File: src/bengali_text_normalizer_macros.svh
// Assertion helpers shared by the normalizer modules.
// Both sample on clk_i and are switched off while rst_ni is low.
`ifndef BENGALI_TEXT_NORMALIZER_MACROS_SVH
`define BENGALI_TEXT_NORMALIZER_MACROS_SVH

// The consequent must hold in the same cycle as the antecedent.
`define BNORM_ASSERT_IMP(label, ante, cons, msg) \
  label: assert property (@(posedge clk_i) disable iff (!rst_ni) (ante) |-> (cons)) \
    else $error(msg);

// The consequent must hold in the cycle after the antecedent.
`define BNORM_ASSERT_NXT(label, ante, cons, msg) \
  label: assert property (@(posedge clk_i) disable iff (!rst_ni) (ante) |=> (cons)) \
    else $error(msg);

`endif

File: src/bnorm_pkg.sv
`default_nettype none

package bnorm_pkg;

  localparam int CHAR_W              = 16;
  localparam int DEF_MAX_TOKEN_CHARS = 32;

  localparam logic [CHAR_W-1:0] CH_CANDRABINDU = 16'h0981;
  localparam logic [CHAR_W-1:0] CH_ANUSVARA    = 16'h0982;
  localparam logic [CHAR_W-1:0] CH_VISARGA     = 16'h0983;
  localparam logic [CHAR_W-1:0] CH_KA          = 16'h0995;
  localparam logic [CHAR_W-1:0] CH_KHA         = 16'h0996;
  localparam logic [CHAR_W-1:0] CH_NGA         = 16'h0999;
  localparam logic [CHAR_W-1:0] CH_NNA         = 16'h09A3;
  localparam logic [CHAR_W-1:0] CH_TA          = 16'h09A4;
  localparam logic [CHAR_W-1:0] CH_NA          = 16'h09A8;
  localparam logic [CHAR_W-1:0] CH_BA          = 16'h09AC;
  localparam logic [CHAR_W-1:0] CH_YA          = 16'h09AF;
  localparam logic [CHAR_W-1:0] CH_RA          = 16'h09B0;
  localparam logic [CHAR_W-1:0] CH_SHA         = 16'h09B6;
  localparam logic [CHAR_W-1:0] CH_SSA         = 16'h09B7;
  localparam logic [CHAR_W-1:0] CH_SA          = 16'h09B8;
  localparam logic [CHAR_W-1:0] CH_HA          = 16'h09B9;
  localparam logic [CHAR_W-1:0] CH_AA_SIGN     = 16'h09BE;
  localparam logic [CHAR_W-1:0] CH_I_SIGN      = 16'h09BF;
  localparam logic [CHAR_W-1:0] CH_II_SIGN     = 16'h09C0;
  localparam logic [CHAR_W-1:0] CH_U_SIGN      = 16'h09C1;
  localparam logic [CHAR_W-1:0] CH_UU_SIGN     = 16'h09C2;
  localparam logic [CHAR_W-1:0] CH_E_SIGN      = 16'h09C7;
  localparam logic [CHAR_W-1:0] CH_VIRAMA      = 16'h09CD;
  localparam logic [CHAR_W-1:0] CH_KHANDA_TA   = 16'h09CE;
  localparam logic [CHAR_W-1:0] CH_RRA         = 16'h09DC;
  localparam logic [CHAR_W-1:0] CH_RHA         = 16'h09DD;

  // What one scan step does to the top of the left stack.
  typedef enum logic [1:0] {
    LOP_KEEP,
    LOP_PUSH,
    LOP_POP,
    LOP_SET
  } lop_e;

  // Characters around the scan point plus the position tests the rules need.
  typedef struct packed {
    logic [CHAR_W-1:0] c;
    logic [CHAR_W-1:0] n1;
    logic [CHAR_W-1:0] n2;
    logic [CHAR_W-1:0] p1;
    logic [CHAR_W-1:0] p2;
    logic [CHAR_W-1:0] p3;
    logic              lcnt_zero;
    logic              lcnt_eq2;
    logic              lcnt_ge2;
    logic              lcnt_ge5;
    logic              rcnt_eq1;
    logic              rcnt_gt1;
    logic              rcnt_gt2;
    logic              len_le3;
  } window_t;

  typedef struct packed {
    lop_e              l_op;
    logic [CHAR_W-1:0] l_val;
    logic [1:0]        r_shift;
    logic              r_set;
    logic [CHAR_W-1:0] r_val;
  } rule_t;

  typedef struct packed {
    logic load_push;
    logic set_ovf;
    logic unwind;
    logic scan;
    logic emit_pop;
    logic clear_ovf;
  } cmd_t;

  typedef struct packed {
    logic lcnt_zero;
    logic rcnt_zero;
    logic rcnt_le1;
    logic full;
  } status_t;

endpackage

`default_nettype wire

File: src/bnorm_rules.sv
`default_nettype none

module bnorm_rules (
  input  bnorm_pkg::window_t win_i,
  output bnorm_pkg::rule_t   rule_o
);
  import bnorm_pkg::*;

  // The scan point sits between the stacks: c is the character under the scan index,
  // n1 and n2 follow it, p1..p3 precede it. Plain advance pushes c to the left stack.
  always_comb begin
    rule_o.l_op    = LOP_PUSH;
    rule_o.l_val   = win_i.c;
    rule_o.r_shift = 2'd1;
    rule_o.r_set   = 1'b0;
    rule_o.r_val   = CH_KHA;
    unique case (win_i.c)
      CH_CANDRABINDU: begin
        rule_o.l_op = LOP_KEEP;
      end
      CH_II_SIGN: rule_o.l_val = CH_I_SIGN;
      CH_UU_SIGN: rule_o.l_val = CH_U_SIGN;
      CH_KA: begin
        if (win_i.rcnt_gt2 && win_i.n1 == CH_VIRAMA && win_i.n2 == CH_I_SIGN) begin
          if (win_i.lcnt_zero) begin
            rule_o.l_val   = CH_KHA;
            rule_o.r_shift = 2'd3;
          end else begin
            // Virama becomes kha and the vowel sign goes away.
            rule_o.r_shift = 2'd2;
            rule_o.r_set   = 1'b1;
          end
        end
      end
      CH_NGA: rule_o.l_val = CH_ANUSVARA;
      CH_YA: begin
        if (win_i.lcnt_eq2 && win_i.p1 == CH_VIRAMA) begin
          rule_o.l_op  = LOP_SET;
          rule_o.l_val = CH_E_SIGN;
          if (win_i.rcnt_gt1 && win_i.n1 == CH_AA_SIGN) begin
            rule_o.r_shift = 2'd2;
          end
        end else if (!win_i.lcnt_zero && win_i.p1 == CH_VIRAMA) begin
          rule_o.l_op = LOP_POP;
        end
      end
      CH_BA: begin
        if (!win_i.lcnt_zero && win_i.p1 == CH_VIRAMA) begin
          if (win_i.lcnt_eq2 || (win_i.lcnt_ge5 && win_i.p3 == CH_VIRAMA)) begin
            rule_o.l_op = LOP_POP;
          end else if (win_i.lcnt_ge2) begin
            // Doubles the consonant before the virama and drops the ba.
            rule_o.l_op  = LOP_SET;
            rule_o.l_val = win_i.p2;
          end
        end
      end
      CH_VISARGA: begin
        if (win_i.rcnt_eq1) begin
          if (win_i.len_le3) begin
            rule_o.l_val = CH_HA;
          end else begin
            rule_o.l_op = LOP_KEEP;
          end
        end else begin
          rule_o.l_val = win_i.n1;
        end
      end
      CH_SHA, CH_SSA:   rule_o.l_val = CH_SA;
      CH_NNA:           rule_o.l_val = CH_NA;
      CH_RRA, CH_RHA:   rule_o.l_val = CH_RA;
      CH_KHANDA_TA:     rule_o.l_val = CH_TA;
      default: begin
      end
    endcase
  end

endmodule

`default_nettype wire

File: src/bnorm_dp.sv
`default_nettype none

`include "bengali_text_normalizer_macros.svh"

module bnorm_dp #(
  parameter int MAX_TOKEN_CHARS = bnorm_pkg::DEF_MAX_TOKEN_CHARS
) (
  input  logic                          clk_i,
  input  logic                          rst_ni,
  input  bnorm_pkg::cmd_t               cmd_i,
  input  logic [bnorm_pkg::CHAR_W-1:0]  in_char_i,
  output bnorm_pkg::status_t            status_o,
  output logic [bnorm_pkg::CHAR_W-1:0]  out_char_o,
  output logic                          out_last_o,
  output logic                          out_empty_o,
  output logic                          out_overflow_o
);
  import bnorm_pkg::*;

  localparam int CNT_W = $clog2(MAX_TOKEN_CHARS + 1);

  // The token lives in two stacks that meet at the scan point. The left stack holds
  // the characters before it (top = nearest), the right stack those from it on.
  logic [MAX_TOKEN_CHARS-1:0][CHAR_W-1:0] l_q, l_d;
  logic [MAX_TOKEN_CHARS-1:0][CHAR_W-1:0] r_q, r_d;
  logic [CNT_W-1:0] lcnt_q, lcnt_d;
  logic [CNT_W-1:0] rcnt_q, rcnt_d;
  logic             ovf_q, ovf_d;
  logic [CNT_W:0]   total;

  window_t win;
  rule_t   rule;

  logic              l_push, l_pop, l_set;
  logic [CHAR_W-1:0] l_val;
  logic              r_push, r_set;
  logic [1:0]        r_shift;
  logic [CHAR_W-1:0] r_val;

  assign total = {1'b0, lcnt_q} + {1'b0, rcnt_q};

  always_comb begin
    win.c         = r_q[0];
    win.n1        = r_q[1];
    win.n2        = r_q[2];
    win.p1        = l_q[0];
    win.p2        = l_q[1];
    win.p3        = l_q[2];
    win.lcnt_zero = (lcnt_q == '0);
    win.lcnt_eq2  = (lcnt_q == CNT_W'(2));
    win.lcnt_ge2  = (lcnt_q >= CNT_W'(2));
    win.lcnt_ge5  = (lcnt_q >= CNT_W'(5));
    win.rcnt_eq1  = (rcnt_q == CNT_W'(1));
    win.rcnt_gt1  = (rcnt_q > CNT_W'(1));
    win.rcnt_gt2  = (rcnt_q > CNT_W'(2));
    win.len_le3   = (total <= (CNT_W+1)'(3));
  end

  bnorm_rules u_rules (
    .win_i  (win),
    .rule_o (rule)
  );

  always_comb begin
    l_push  = 1'b0;
    l_pop   = 1'b0;
    l_set   = 1'b0;
    l_val   = in_char_i;
    r_push  = 1'b0;
    r_set   = 1'b0;
    r_shift = 2'd0;
    r_val   = rule.r_val;
    if (cmd_i.load_push) begin
      l_push = 1'b1;
    end
    if (cmd_i.unwind) begin
      l_pop  = 1'b1;
      r_push = 1'b1;
    end
    if (cmd_i.scan) begin
      l_val   = rule.l_val;
      r_shift = rule.r_shift;
      r_set   = rule.r_set;
      unique case (rule.l_op)
        LOP_KEEP: begin
        end
        LOP_PUSH: l_push = 1'b1;
        LOP_POP:  l_pop  = 1'b1;
        LOP_SET:  l_set  = 1'b1;
      endcase
    end
    if (cmd_i.emit_pop) begin
      r_shift = 2'd1;
    end

    l_d = l_q;
    if (l_push) begin
      l_d = {l_q[MAX_TOKEN_CHARS-2:0], l_val};
    end else if (l_pop) begin
      l_d = l_q >> CHAR_W;
    end else if (l_set) begin
      l_d[0] = l_val;
    end

    if (r_push) begin
      r_d = {r_q[MAX_TOKEN_CHARS-2:0], l_q[0]};
    end else begin
      unique case (r_shift)
        2'd0: r_d = r_q;
        2'd1: r_d = r_q >> CHAR_W;
        2'd2: r_d = r_q >> (2 * CHAR_W);
        2'd3: r_d = r_q >> (3 * CHAR_W);
      endcase
    end
    if (r_set) begin
      r_d[0] = r_val;
    end

    lcnt_d = lcnt_q + CNT_W'(l_push) - CNT_W'(l_pop);
    rcnt_d = rcnt_q + CNT_W'(r_push) - CNT_W'(r_shift);

    ovf_d = ovf_q;
    if (cmd_i.set_ovf) begin
      ovf_d = 1'b1;
    end else if (cmd_i.clear_ovf) begin
      ovf_d = 1'b0;
    end
  end

  always_ff @(posedge clk_i or negedge rst_ni) begin
    if (!rst_ni) begin
      lcnt_q <= '0;
      rcnt_q <= '0;
      ovf_q  <= 1'b0;
    end else begin
      lcnt_q <= lcnt_d;
      rcnt_q <= rcnt_d;
      ovf_q  <= ovf_d;
    end
  end

  always_ff @(posedge clk_i) begin
    l_q <= l_d;
    r_q <= r_d;
  end

  assign status_o.lcnt_zero = (lcnt_q == '0);
  assign status_o.rcnt_zero = (rcnt_q == '0);
  assign status_o.rcnt_le1  = (rcnt_q <= CNT_W'(1));
  assign status_o.full      = (lcnt_q == CNT_W'(MAX_TOKEN_CHARS));

  assign out_char_o     = (rcnt_q == '0) ? '0 : r_q[0];
  assign out_last_o     = (rcnt_q <= CNT_W'(1));
  assign out_empty_o    = (rcnt_q == '0);
  assign out_overflow_o = ovf_q;

  `BNORM_ASSERT_IMP(a_dp_total_bounded, 1'b1, total <= (CNT_W+1)'(MAX_TOKEN_CHARS),
                    "both stacks together hold more than the buffer depth")
  `BNORM_ASSERT_NXT(a_dp_scan_never_grows, cmd_i.scan, total <= $past(total),
                    "a rewrite step made the token longer")

endmodule

`default_nettype wire

File: src/bnorm_ctrl.sv
`default_nettype none

`include "bengali_text_normalizer_macros.svh"

module bnorm_ctrl (
  input  logic               clk_i,
  input  logic               rst_ni,
  input  logic               in_valid_i,
  input  logic               in_last_i,
  input  logic               out_stall_i,
  input  bnorm_pkg::status_t status_i,
  output bnorm_pkg::cmd_t    cmd_o,
  output logic               in_stall_o,
  output logic               out_valid_o
);
  import bnorm_pkg::*;

  typedef enum logic [4:0] {
    ST_LOAD   = 5'b00001,
    ST_UNWIND = 5'b00010,
    ST_SCAN   = 5'b00100,
    ST_REWIND = 5'b01000,
    ST_EMIT   = 5'b10000
  } state_e;

  state_e state_q, state_d;

  always_comb begin
    state_d     = state_q;
    cmd_o       = '0;
    in_stall_o  = 1'b1;
    out_valid_o = 1'b0;
    unique case (state_q)
      ST_LOAD: begin
        in_stall_o = 1'b0;
        if (in_valid_i) begin
          if (status_i.full) begin
            cmd_o.set_ovf = 1'b1;
          end else begin
            cmd_o.load_push = 1'b1;
          end
          if (in_last_i) begin
            state_d = ST_UNWIND;
          end
        end
      end
      // Loading stacks the token backwards; moving it across restores reading order.
      ST_UNWIND: begin
        if (status_i.lcnt_zero) begin
          state_d = ST_SCAN;
        end else begin
          cmd_o.unwind = 1'b1;
        end
      end
      ST_SCAN: begin
        if (status_i.rcnt_zero) begin
          state_d = ST_REWIND;
        end else begin
          cmd_o.scan = 1'b1;
        end
      end
      ST_REWIND: begin
        if (status_i.lcnt_zero) begin
          state_d = ST_EMIT;
        end else begin
          cmd_o.unwind = 1'b1;
        end
      end
      ST_EMIT: begin
        out_valid_o = 1'b1;
        if (!out_stall_i) begin
          if (!status_i.rcnt_zero) begin
            cmd_o.emit_pop = 1'b1;
          end
          if (status_i.rcnt_le1) begin
            cmd_o.clear_ovf = 1'b1;
            state_d         = ST_LOAD;
          end
        end
      end
      default: state_d = ST_LOAD;
    endcase
  end

  always_ff @(posedge clk_i or negedge rst_ni) begin
    if (!rst_ni) begin
      state_q <= ST_LOAD;
    end else begin
      state_q <= state_d;
    end
  end

  `BNORM_ASSERT_IMP(a_ctrl_load_right_empty, state_q == ST_LOAD, status_i.rcnt_zero,
                    "right stack holds characters while loading")
  `BNORM_ASSERT_NXT(a_ctrl_last_transfer_ends,
                    state_q == ST_EMIT && !out_stall_i && status_i.rcnt_le1,
                    state_q == ST_LOAD && status_i.lcnt_zero && status_i.rcnt_zero,
                    "token not fully drained after its last transfer")
  `BNORM_ASSERT_NXT(a_ctrl_unwind_to_scan, state_q == ST_UNWIND && status_i.lcnt_zero,
                    state_q == ST_SCAN,
                    "scan did not start once the token was in reading order")

endmodule

`default_nettype wire

File: src/bengali_text_normalizer.sv
// A token is loaded one transfer at a time, moved across the stacks to put it in reading
// order, rewritten by a scan (one rule per cycle), moved back, then sent out one character
// per output transfer. One token is processed at a time, and the next is accepted after
// its last output transfer.
// Asynchronous active-low reset empties the buffer, clears overflow and returns to loading.
`default_nettype none

module bengali_text_normalizer #(
  parameter int MAX_TOKEN_CHARS = bnorm_pkg::DEF_MAX_TOKEN_CHARS
) (
  input  logic                         clk_i,
  input  logic                         rst_ni,
  input  logic                         in_valid_i,
  output logic                         in_stall_o,
  input  logic [bnorm_pkg::CHAR_W-1:0] in_char_i,
  input  logic                         in_last_i,
  output logic                         out_valid_o,
  input  logic                         out_stall_i,
  output logic [bnorm_pkg::CHAR_W-1:0] out_char_o,
  output logic                         out_last_o,
  output logic                         out_empty_o,
  output logic                         out_overflow_o
);
  import bnorm_pkg::*;

  cmd_t    cmd;
  status_t status;

  bnorm_ctrl u_ctrl (
    .clk_i       (clk_i),
    .rst_ni      (rst_ni),
    .in_valid_i  (in_valid_i),
    .in_last_i   (in_last_i),
    .out_stall_i (out_stall_i),
    .status_i    (status),
    .cmd_o       (cmd),
    .in_stall_o  (in_stall_o),
    .out_valid_o (out_valid_o)
  );

  bnorm_dp #(
    .MAX_TOKEN_CHARS (MAX_TOKEN_CHARS)
  ) u_dp (
    .clk_i          (clk_i),
    .rst_ni         (rst_ni),
    .cmd_i          (cmd),
    .in_char_i      (in_char_i),
    .status_o       (status),
    .out_char_o     (out_char_o),
    .out_last_o     (out_last_o),
    .out_empty_o    (out_empty_o),
    .out_overflow_o (out_overflow_o)
  );

endmodule

`default_nettype wire

File: config.mk
export PLATFORM = sky130hd
export DESIGN_NAME = bengali_text_normalizer
export DESIGN_NICKNAME = d
export VERILOG_FILES = /design/src/bnorm_pkg.sv /design/src/bnorm_rules.sv /design/src/bnorm_dp.sv /design/src/bnorm_ctrl.sv /design/src/bengali_text_normalizer.sv
export VERILOG_INCLUDE_DIRS = /design/src /design/src/src
export SDC_FILE = /design/constraint.sdc
export NUM_CORES = 2
export LEC_CHECK = 0
export BUFFER_PORTS_ARGS = -buffer_cell sky130_fd_sc_hd__buf_2
export CORE_UTILIZATION = 40
export CTS_CLUSTER_DIAMETER = 80
export DETAILED_ROUTE_END_ITERATION = 10
export GPL_ROUTABILITY_DRIVEN = 0
export PLACE_DENSITY = 0.64
export SLEW_MARGIN = 20
export SYNTH_ARGS = -nofsm -noshare
export SYNTH_HDL_FRONTEND = slang
export SYNTH_SLANG_ARGS = --single-unit
File: constraint.sdc
create_clock -name clk_i -period 21.4 [get_ports clk_i]
set_input_delay 3.21 -clock clk_i [delete_from_list [all_inputs] [get_ports clk_i]]
set_output_delay 3.21 -clock clk_i [all_outputs]
set_load 0.05 [all_outputs]
==> impl_table.tex <==
\begin{tabular}{lr}
\hline
Metric & Value \\
\hline
\multicolumn{2}{l}{\textbf{Synthesis}} \\
Area share of the largest cell type after synthesis & between 50\% and 60\% \\
Main area contributors after synthesis & edfxtp\_1 59\%, a21oi\_1 9.1\%, mux2\_2 8.3\%, a22oi\_1 6.6\%, nor2\_1 4.0\% \\
Dominant cell by count in the synthesized netlist & edfxtp\_1 \\
Count of state elements after synthesis & 1042 \\
Share of the yosys chip area belonging to registers & a little over 60\% \\
Count of warnings emitted by yosys & 0 \\
Post-synthesis cell count & roughly 4300 \\
Unique masters post-synth & 68 \\
Commonest cells in the netlist & 1008 x edfxtp\_1, 933 x a21oi\_1, 542 x nor2\_1, 453 x a22oi\_1, 380 x mux2\_2 \\
Synth async-reset ratio & under 10\% \\
Main synth FF type & edfxtp\_1 \\
Synth Cell Area & around 50000 sq um \\
Synthesized netlist net count & about 4300 \\
Count of flip-flops with a built-in enable after synthesis & 1008 \\
Largest area contributor in the netlist & edfxtp\_1 \\
Average cell area after synthesis & 12.0 sq um \\
\multicolumn{2}{l}{\textbf{STA}} \\
Clk\_skew & $\sim$0.035 ns \\
Final hold viol count & 0 \\
Achievable Freq & approximately 150 MHz \\
Setup repair after global routing missed its margin & false \\
Number of pins with negative max-slew slack in the final report & 0 \\
Final critical-path share of the clock period & 32.0\% \\
Final setup vio count & 0 \\
Worst hold slack & 0.489 ns \\
Setup Total Neg Slack & 0 ns \\
Time the worst path needs with I/O delays and setup & 6.86 ns \\
Rel. slew slack & around 24\% \\
Slew at the pin with the worst max-slew slack & 1.14 ns \\
\multicolumn{2}{l}{\textbf{Clocking}} \\
Inserted Clock Buffers & roughly 110 \\
Clk Latency, worst-skew pair & around 0.70 ns \\
Number of buffers on the longest clock path & 3 \\
Clock root buffer & clkbuf\_16 \\
Hold buffer count at cts & 0 \\
Number of clock sinks & 1042 \\
Maximum level of the CTS H-tree & 3 \\
Resized Gates After CTS & 0 \\
Post-CTS Setup Repair Bufs & 0 \\
TritonCTS clock tree & built \\
Clock slew at reported path FFs & 0.06 ns \\
\multicolumn{2}{l}{\textbf{Route}} \\
First DRT Iteration DRCs & between 4000 and 5000 \\
Drt drc & 0 \\
Number of nets still failing antenna checks after routing & 0 \\
Average via count per standard cell & 5.89 \\
Final WL & 106 mm \\
Count of vias placed by the detailed router & 34700 \\
WL per Instance & 18.0 microns \\
Number of detailed-routing iterations run before antenna repair & 7 \\
\multicolumn{2}{l}{\textbf{Worst setup path}} \\
Category of the worst setup path launch point & input pin \\
Worst path most repeated cell & buf\_4 \\
Crit path DAT & 7.30 ns \\
R2R cell count & 10 \\
Type of destination of the critical path & flop \\
CP cell instances & buf\_2 > nand2\_1 > nor2\_1 > a31o\_4 > buf\_12 > buf\_4 > buf\_4 > mux2\_2 \\
Cell type group with the largest total delay on the critical path & buffers and inverters \\
Setup CP Type & in2reg \\
Crit path buf inv count & 4 \\
CP max-delay cell & buf\_4 \\
Largest stage delay on the critical path & 0.93 ns \\
R2R setup slack & 15.01 ns \\
Beginning of the worst register-to-register path & u\_dp.r\_q[7] \\
Largest driver fanout on the critical path & 208 \\
Crit path from & in\_valid\_i \\
Worst endpoint required time & 21.84 ns \\
Endpoint of the lowest-slack register-to-register path & u\_dp.l\_q[156] \\
\multicolumn{2}{l}{\textbf{Global routing}} \\
GRT Resource Usage Total & 15.5\% \\
Peak-usage layer in the global routing report & met1 \\
Global-route track usage on met2 & between 20 and 25\% \\
Met3 track utilization from global routing & under 10\% \\
Remaining global-route overflow & 0 \\
Maximum number of pins on one net before global-route repair & 267 \\
Met1 usage in global routing & about a quarter \\
Initial antenna violation count & 1 \\
Number of global-route vias before repair & 32400 \\
First-pass GRT wire length & 172 mm \\
\multicolumn{2}{l}{\textbf{Finish}} \\
Final Net Count & 4183 \\
Layout overhead on the synthesized area & 9.29\% \\
Count of antenna diodes in the layout & 0 \\
Fraction of layout cells with a size suffix above 1 & between 15 and 20\% \\
\multicolumn{2}{l}{\textbf{Min path}} \\
Depth of the worst hold-timing path & 1 \\
Worst hold path endpoint & u\_dp.out\_overflow\_o \\
Worst hold-check path type & reg2reg \\
Startpoint of the lowest-slack hold path & u\_dp.out\_overflow\_o \\
\multicolumn{2}{l}{\textbf{Floorplanning}} \\
Chip width & 360 microns \\
Num rows & approximately 130 \\
Placeable core region & 127000 sq um \\
Die area & 130000 sq um \\
Die boundary height & approximately 360 microns \\
Number of top-level pins & 42 \\
Initial core utilization & 40.3\% \\
\multicolumn{2}{l}{\textbf{Power}} \\
Peak VDD IR & 0.0000592 V \\
Areal power density over the cells & 71.9 nW/um\^{}2 \\
Standby leakage power & between 0.015 and 0.02 uW \\
\multicolumn{2}{l}{\textbf{Run status}} \\
Result of the run & complete, no violations \\
\multicolumn{2}{l}{\textbf{Job}} \\
Number of maximum-capacitance constraint violations & 0 \\
\multicolumn{2}{l}{\textbf{Placed design}} \\
Input/output buffers & 41 \\
Detail Placement HPWL & 58.0 mm \\
\hline
\end{tabular}
[final cells by class]
cell class	instances	area, sq um
Multi-Input combinational cell	2867	18800
Timing Repair Buffer	83	647
Tap cell	1662	2080
Inverter	30	128
Clock inverter	72	586
Sequential cell	1042	31000
Fill cell	11500	71300
Clock buffer	130	2830
[kinds of logic (layout without fill, tap and decap cells)]
family / after synthesis / after routing / synth area share, %
AOI/OAI and AO/OA: 1526 / 1526 / 17.8
DFF: 1042 / 1042 / 60.5
and+or+nand+nor: 817 / 817 / 7.10
muxes: 484 / 484 / 10.6
buffers and inverters: 377 / 315 / 3.06
adders and majority gates: 30 / 30 / 0.775
xor gates and xnor gates: 10 / 10 / 0.171
[layout by cell type (no fill, tap or decap), types with 22 or more instances in the layout]
cell type     n
a21oi_1     933
mux2_2      380
o21ai_0      22
edfxtp_1   1008
nor2_1      542
and2_1       38
buf_2        41
mux2_1      100
a221oi_1     22
a22oi_1     453
buf_4        31
ha_1         27
clkinv_1     24
nand2_1      73
clkinv_2     27
inv_1        28
nand3_1      31
clkbuf_16   110
[worst max path at each step]
stage                     to  slack, ns  cells after the start
2_1_floorplan  u_dp.r_q[100]       6.61                      5
5_1_grt        u_dp.l_q[105]      14.24                      8
3_3_place_gp   u_dp.r_q[463]      13.36                      9
3_5_place_dp   u_dp.r_q[431]      13.30                      9
6_report       u_dp.l_q[156]      14.54                      8
4_1_cts        u_dp.r_q[319]      14.01                      9
[through the flow]
step | util [%] | total power [uW] | cells | instance area, sq um | setup WS [ns]
after floorplan | - | 2250 | 4286 | 51300 | 6.61
after global placement | 41.3 | 2250 | 5681 | 52600 | 13.36
after detailed placement | 41.3 | 2250 | 5681 | 52600 | 13.30
after CTS | 44.0 | 4080 | 5883 | 56000 | 14.01
final | 44.0 | 4030 | 5886 | 56100 | 14.54
after global routing | 44.0 | 4150 | 5886 | 56100 | 14.24
[power by group]
group	internal, uW	switching (uW)
registers	2200	0
clock network	1020	805
logic	1.83	4.15
total	3220	810
[registers in the layout (all words and copies together) (netlist names)]
register,cells
u_dp.out_overflow_o,1
u_dp.rcnt_q,6
u_dp.r_q,512
u_dp.lcnt_q,6
u_dp.l_q,512
u_ctrl.state_q,5
[routing by layer]
layer  vias up  wire length (microns)  share of wire (%)
met5         -                     10             0.0094
met4         2                   2320                2.2
met3       152                   5630                5.3
met2       980                  47700                 45
met1     17400                  50200                 47
li1      16200                      -                  -
Power figures use the tool's default switching activity.
